--- src/rtl/core/mtin_pkg.sv ---
// Package for the MAC to IP and node id table.
// Holds the entry and result types and the request, kind and status codes.
// No dependencies; every other file of the block imports it.
package mtin_pkg;

    // Field widths fixed by the request and result formats.
    localparam int MAC_W   = 48;
    localparam int IP_W    = 32;
    localparam int ID_W    = 8;
    localparam int COUNT_W = 5;

    // A list transaction reports at most this many entries.
    localparam logic [COUNT_W-1:0] LIST_MAX = 5'd16;

    // Request codes.
    localparam logic [1:0] REQ_ADD   = 2'd0;
    localparam logic [1:0] REQ_QUERY = 2'd1;
    localparam logic [1:0] REQ_LIST  = 2'd2;

    // Result kinds.
    localparam logic [1:0] KIND_ADD    = 2'd0;
    localparam logic [1:0] KIND_QUERY  = 2'd1;
    localparam logic [1:0] KIND_ENTRY  = 2'd2;
    localparam logic [1:0] KIND_COUNT  = 2'd3;

    // Add status codes.
    localparam logic [1:0] ST_UPDATED  = 2'd0;
    localparam logic [1:0] ST_INSERTED = 2'd1;
    localparam logic [1:0] ST_FULL     = 2'd2;

    // One table slot; an all-zero MAC marks a free slot.
    typedef struct packed {
        logic [MAC_W-1:0] mac;
        logic [IP_W-1:0]  ip;
        logic [ID_W-1:0]  node_id;
    } t_entry;

    // One result transaction.
    typedef struct packed {
        logic [1:0]         kind;
        logic [1:0]         add_status;
        logic [ID_W-1:0]    found_id;
        logic [IP_W-1:0]    entry_ip;
        logic [MAC_W-1:0]   entry_mac;
        logic [COUNT_W-1:0] entry_count;
        logic               last;
    } t_rsp;

    // Controller states.
    typedef enum logic [1:0] {
        S_IDLE,
        S_WALK,
        S_FINISH
    } t_state;

endpackage

--- src/rtl/core/mtin_cell.sv ---
// One cell of the table ring: holds a single slot and passes it on when shifted.
// Depends on mtin_pkg.
module mtin_cell
    import mtin_pkg::*;
(
    input  logic   i_clk,
    input  logic   i_rst_n,
    input  logic   i_shift,
    input  t_entry i_entry,
    output t_entry o_entry
);

    t_entry r_entry;

    // The slot is cleared to free at reset and takes its neighbour's entry on a shift.
    always_ff @(posedge i_clk) begin
        if (!i_rst_n) begin
            r_entry <= '0;
        end else if (i_shift) begin
            r_entry <= i_entry;
        end
    end

    assign o_entry = r_entry;

endmodule

--- config.mk ---
export PLATFORM = sky130hd
export DESIGN_NAME = mtin_cell
export DESIGN_NICKNAME = d
export VERILOG_FILES = /design/src/rtl/core/mtin_pkg.sv /design/src/rtl/core/mtin_cell.sv
export SDC_FILE = /design/constraint.sdc
export NUM_CORES = 1
export LEC_CHECK = 0
export BUFFER_PORTS_ARGS = -buffer_cell sky130_fd_sc_hd__buf_4
export CAP_MARGIN = 25
export CORE_ASPECT_RATIO = 1.25
export CORE_MARGIN = 2
export CORE_UTILIZATION = 43
export CTS_CLUSTER_SIZE = 28
export DETAILED_ROUTE_END_ITERATION = 12
export PLACE_DENSITY = 0.77
export RECOVER_POWER = 50
export SLEW_MARGIN = 0
export SYNTH_ARGS = -nofsm -noshare
export SYNTH_HDL_FRONTEND = slang
export SYNTH_SLANG_ARGS = --single-unit
--- constraint.sdc ---
create_clock -name i_clk -period 1.24 [get_ports i_clk]
set_input_delay 0.31 -clock i_clk [delete_from_list [all_inputs] [get_ports i_clk]]
set_output_delay 0.31 -clock i_clk [all_outputs]
set_load 0.02 [all_outputs]
==> results.cfg <==
[critical_path]
required_ns = 0.93
r2r_cells = 2
path_buf_inv = 1
r2r_slack_ns = 0.59
arrival_ns = 0.86
slowest_delay_ns = 0.36
crit_type = reg -> out
critPathLaunchType = flip-flop
regToRegStartpoint = o_entry[7]
end_kind = output pin
crit_fanout = 2
crit_path_top_delay_cell = dfxtp_1
cp_cell_sequence = buf_4
critPathTopFamily = flip-flops
reg2reg_to = o_entry[7]

[sta]
relSlewSlack_pct = 52.9
fmax_ghz = 0.853
maxSlewViolCount = 0
setup-violations-final = 0
worst_slack_ns = 0.0679
tns_ns = 0
fin_crit_ns = 1.17
clock_skew_ns = 0
hold_viol_final = 0
finalCritPeriodShare_pct = 94.5
tightestPinTransition_ns = 0.706
rsz0062_at_grt = false

[synth]
netlist_area_sq_mm = 0.00333
synth.top_cell.area_share_pct = 53.0
yosys-top-cells-area = dfxtp_1 53%, mux2i_1 26%, nor2b_1 17%
avgSynthCellArea_sq_um = 11.8
synth_cell_type_count = 7
synth_seq_cells = 88
ys.flop_type = dfxtp_1
async_flop_share_pct = 0
ys_seq_area_share_pct = 53.0
syn_inst = 283
synth_fp_nets = 374
yosysWarnings = 0
yosysTopAreaCell = dfxtp_1
yosys-top-cells-count = 88 x dfxtp_1, 88 x mux2i_1, 88 x nor2b_1
synth_edf_count = 0

[die]
die_w_um = 82.7
start_util_pct = 44.7
rows = 35
io_pins = 179
core-area_sq_mm = 0.00744
die_area_sq_mm = 0.00846
dieHeight_um = 102

[placed_design]
pre_cts_slack_ns = 0.0848
dp.final_hpwl_um = 5610
port-buffer-count = 178
place_congestion = 0.794

[hold_path]
hp-class = in -> reg
min_delay_path_depth = 3
min_from = i_entry[74]
worstHoldEndpoint = o_entry[74]

[clock_network]
cts.clk_slew.worst_paths_ns = 0.08
clock_latency_ns = 0.34
htreeDepth = 3
post_cts_buffers = 0
ctsResizeCount = 0
cts-root-buf = clkbuf_8
cts.sinks = 88
hold_buffers = 0
cts_tree = built
cts_buffers = 9
cts_max_path_buffers = 2

[power]
ir_worst_vdd_mv = 0.923
power_mw = 6.30
p_leak_nw = 2.42
p_per_area_mw_per_mm2 = 1280

[detailed_routing]
detail-route-antenna-nets = 0
met3_wirelength_um = 917
route.detailed.drc = 0
avgViaCountPerCell = 4.63
wl_met2_um = 3600
wl_um = 7700
highest_layer = met4
drt-pass1-iter-count = 4
met1_length_um = 3000
wl_per_cell_um = 13.9
first_iter_violations = 66
vias = 2558

[finish]
fin_util_pct = 66.1
finalNetCount = 547
diodes = 0
drive_gt1_share_pct = 42.3
syn2layout_area_growth_pct = 47.9
largest_reg_flops = 88

[global_route]
grt_max_degree = 89
first_global_vias = 2484
grt_pass1_wl_um = 11500
overflow = 0
track_usage_pct = 17.9
grt_antenna_before_repair = 0

[job]
cap_violations = 0

[run_status]
status = finished, final reports clean
[layout by cell type (no fill, tap or decap)]
cell / instances
buf_4: 177
clkinv_4: 1
buf_12: 3
bufinv_16: 2
clkbuf_1: 2
clkbuf_8: 9
clkinvlp_4: 1
clkinv_2: 1
nor2b_1: 88
dfxtp_1: 88
clkbuf_4: 1
mux2i_1: 88
[through the flow]
stage | hold WS, ns | cell area (sq um) | std cells
final | 0.214 | 4920 | 553
after global routing | 0.200 | 4920 | 553
after CTS | 0.199 | 4920 | 553
after detailed placement | 0.505 | 4700 | 537
after global placement | 0.497 | 4700 | 537
after floorplan | 0.479 | 3330 | 283
[logic make-up (layout without fill, tap and decap cells)]
logic type	after synthesis	in the layout	share of synthesized area (%)
mux	88	88	26.5
flops	88	88	53.0
simple gates	88	88	16.6
buf+inv	19	197	3.99
[tightest hold or removal path, delay by kind of cell]
family	cells	cell delay [ns]
and+or+nand+nor	1	0.09
muxes	1	0.05
buffers and inverters	1	0.07
[worst max path at each step]
| stage | slack [ns] | endpoint | cells after the start | startpoint |
|---|---|---|---|---|
| floorplan | 0.17 | o_entry[66] | 5 | i_shift |
| finish | 0.07 | o_entry[18] | 1 | o_entry[18] |
| global placement | 0.12 | o_entry[44] | 2 | i_rst_n |
| global route | 0.01 | o_entry[13] | 1 | o_entry[13] |
| detailed placement | 0.08 | o_entry[22] | 2 | i_rst_n |
| CTS | 0.05 | o_entry[11] | 1 | o_entry[11] |
[layout make-up]
| type | instances | area [sq um] |
|---|---|---|
| fillers | 627 | 2530 |
| flip-flops and latches | 88 | 1760 |
| multi-input cells | 176 | 1430 |
| repair buffers | 181 | 1400 |
| clock buffers | 11 | 131 |
| well taps | 92 | 115 |
| clock inverters | 5 | 81.3 |
[routing by layer]
metal  track usage (%)  vias up
met5                 0        -
met4              8.70        0
met3              7.51       16
met2              28.7      125
met1              20.3     1139
li1                  -     1278
[power breakdown]
group | total [mW] | internal (mW) | switching (mW) | leakage [nW]
clock network | 2.10 | 1.14 | 0.964 | 0.104
registers | 3.08 | 2.99 | 0.0874 | 0.727
logic | 1.12 | 0.605 | 0.516 | 1.59
Power figures use the tool's default switching activity.
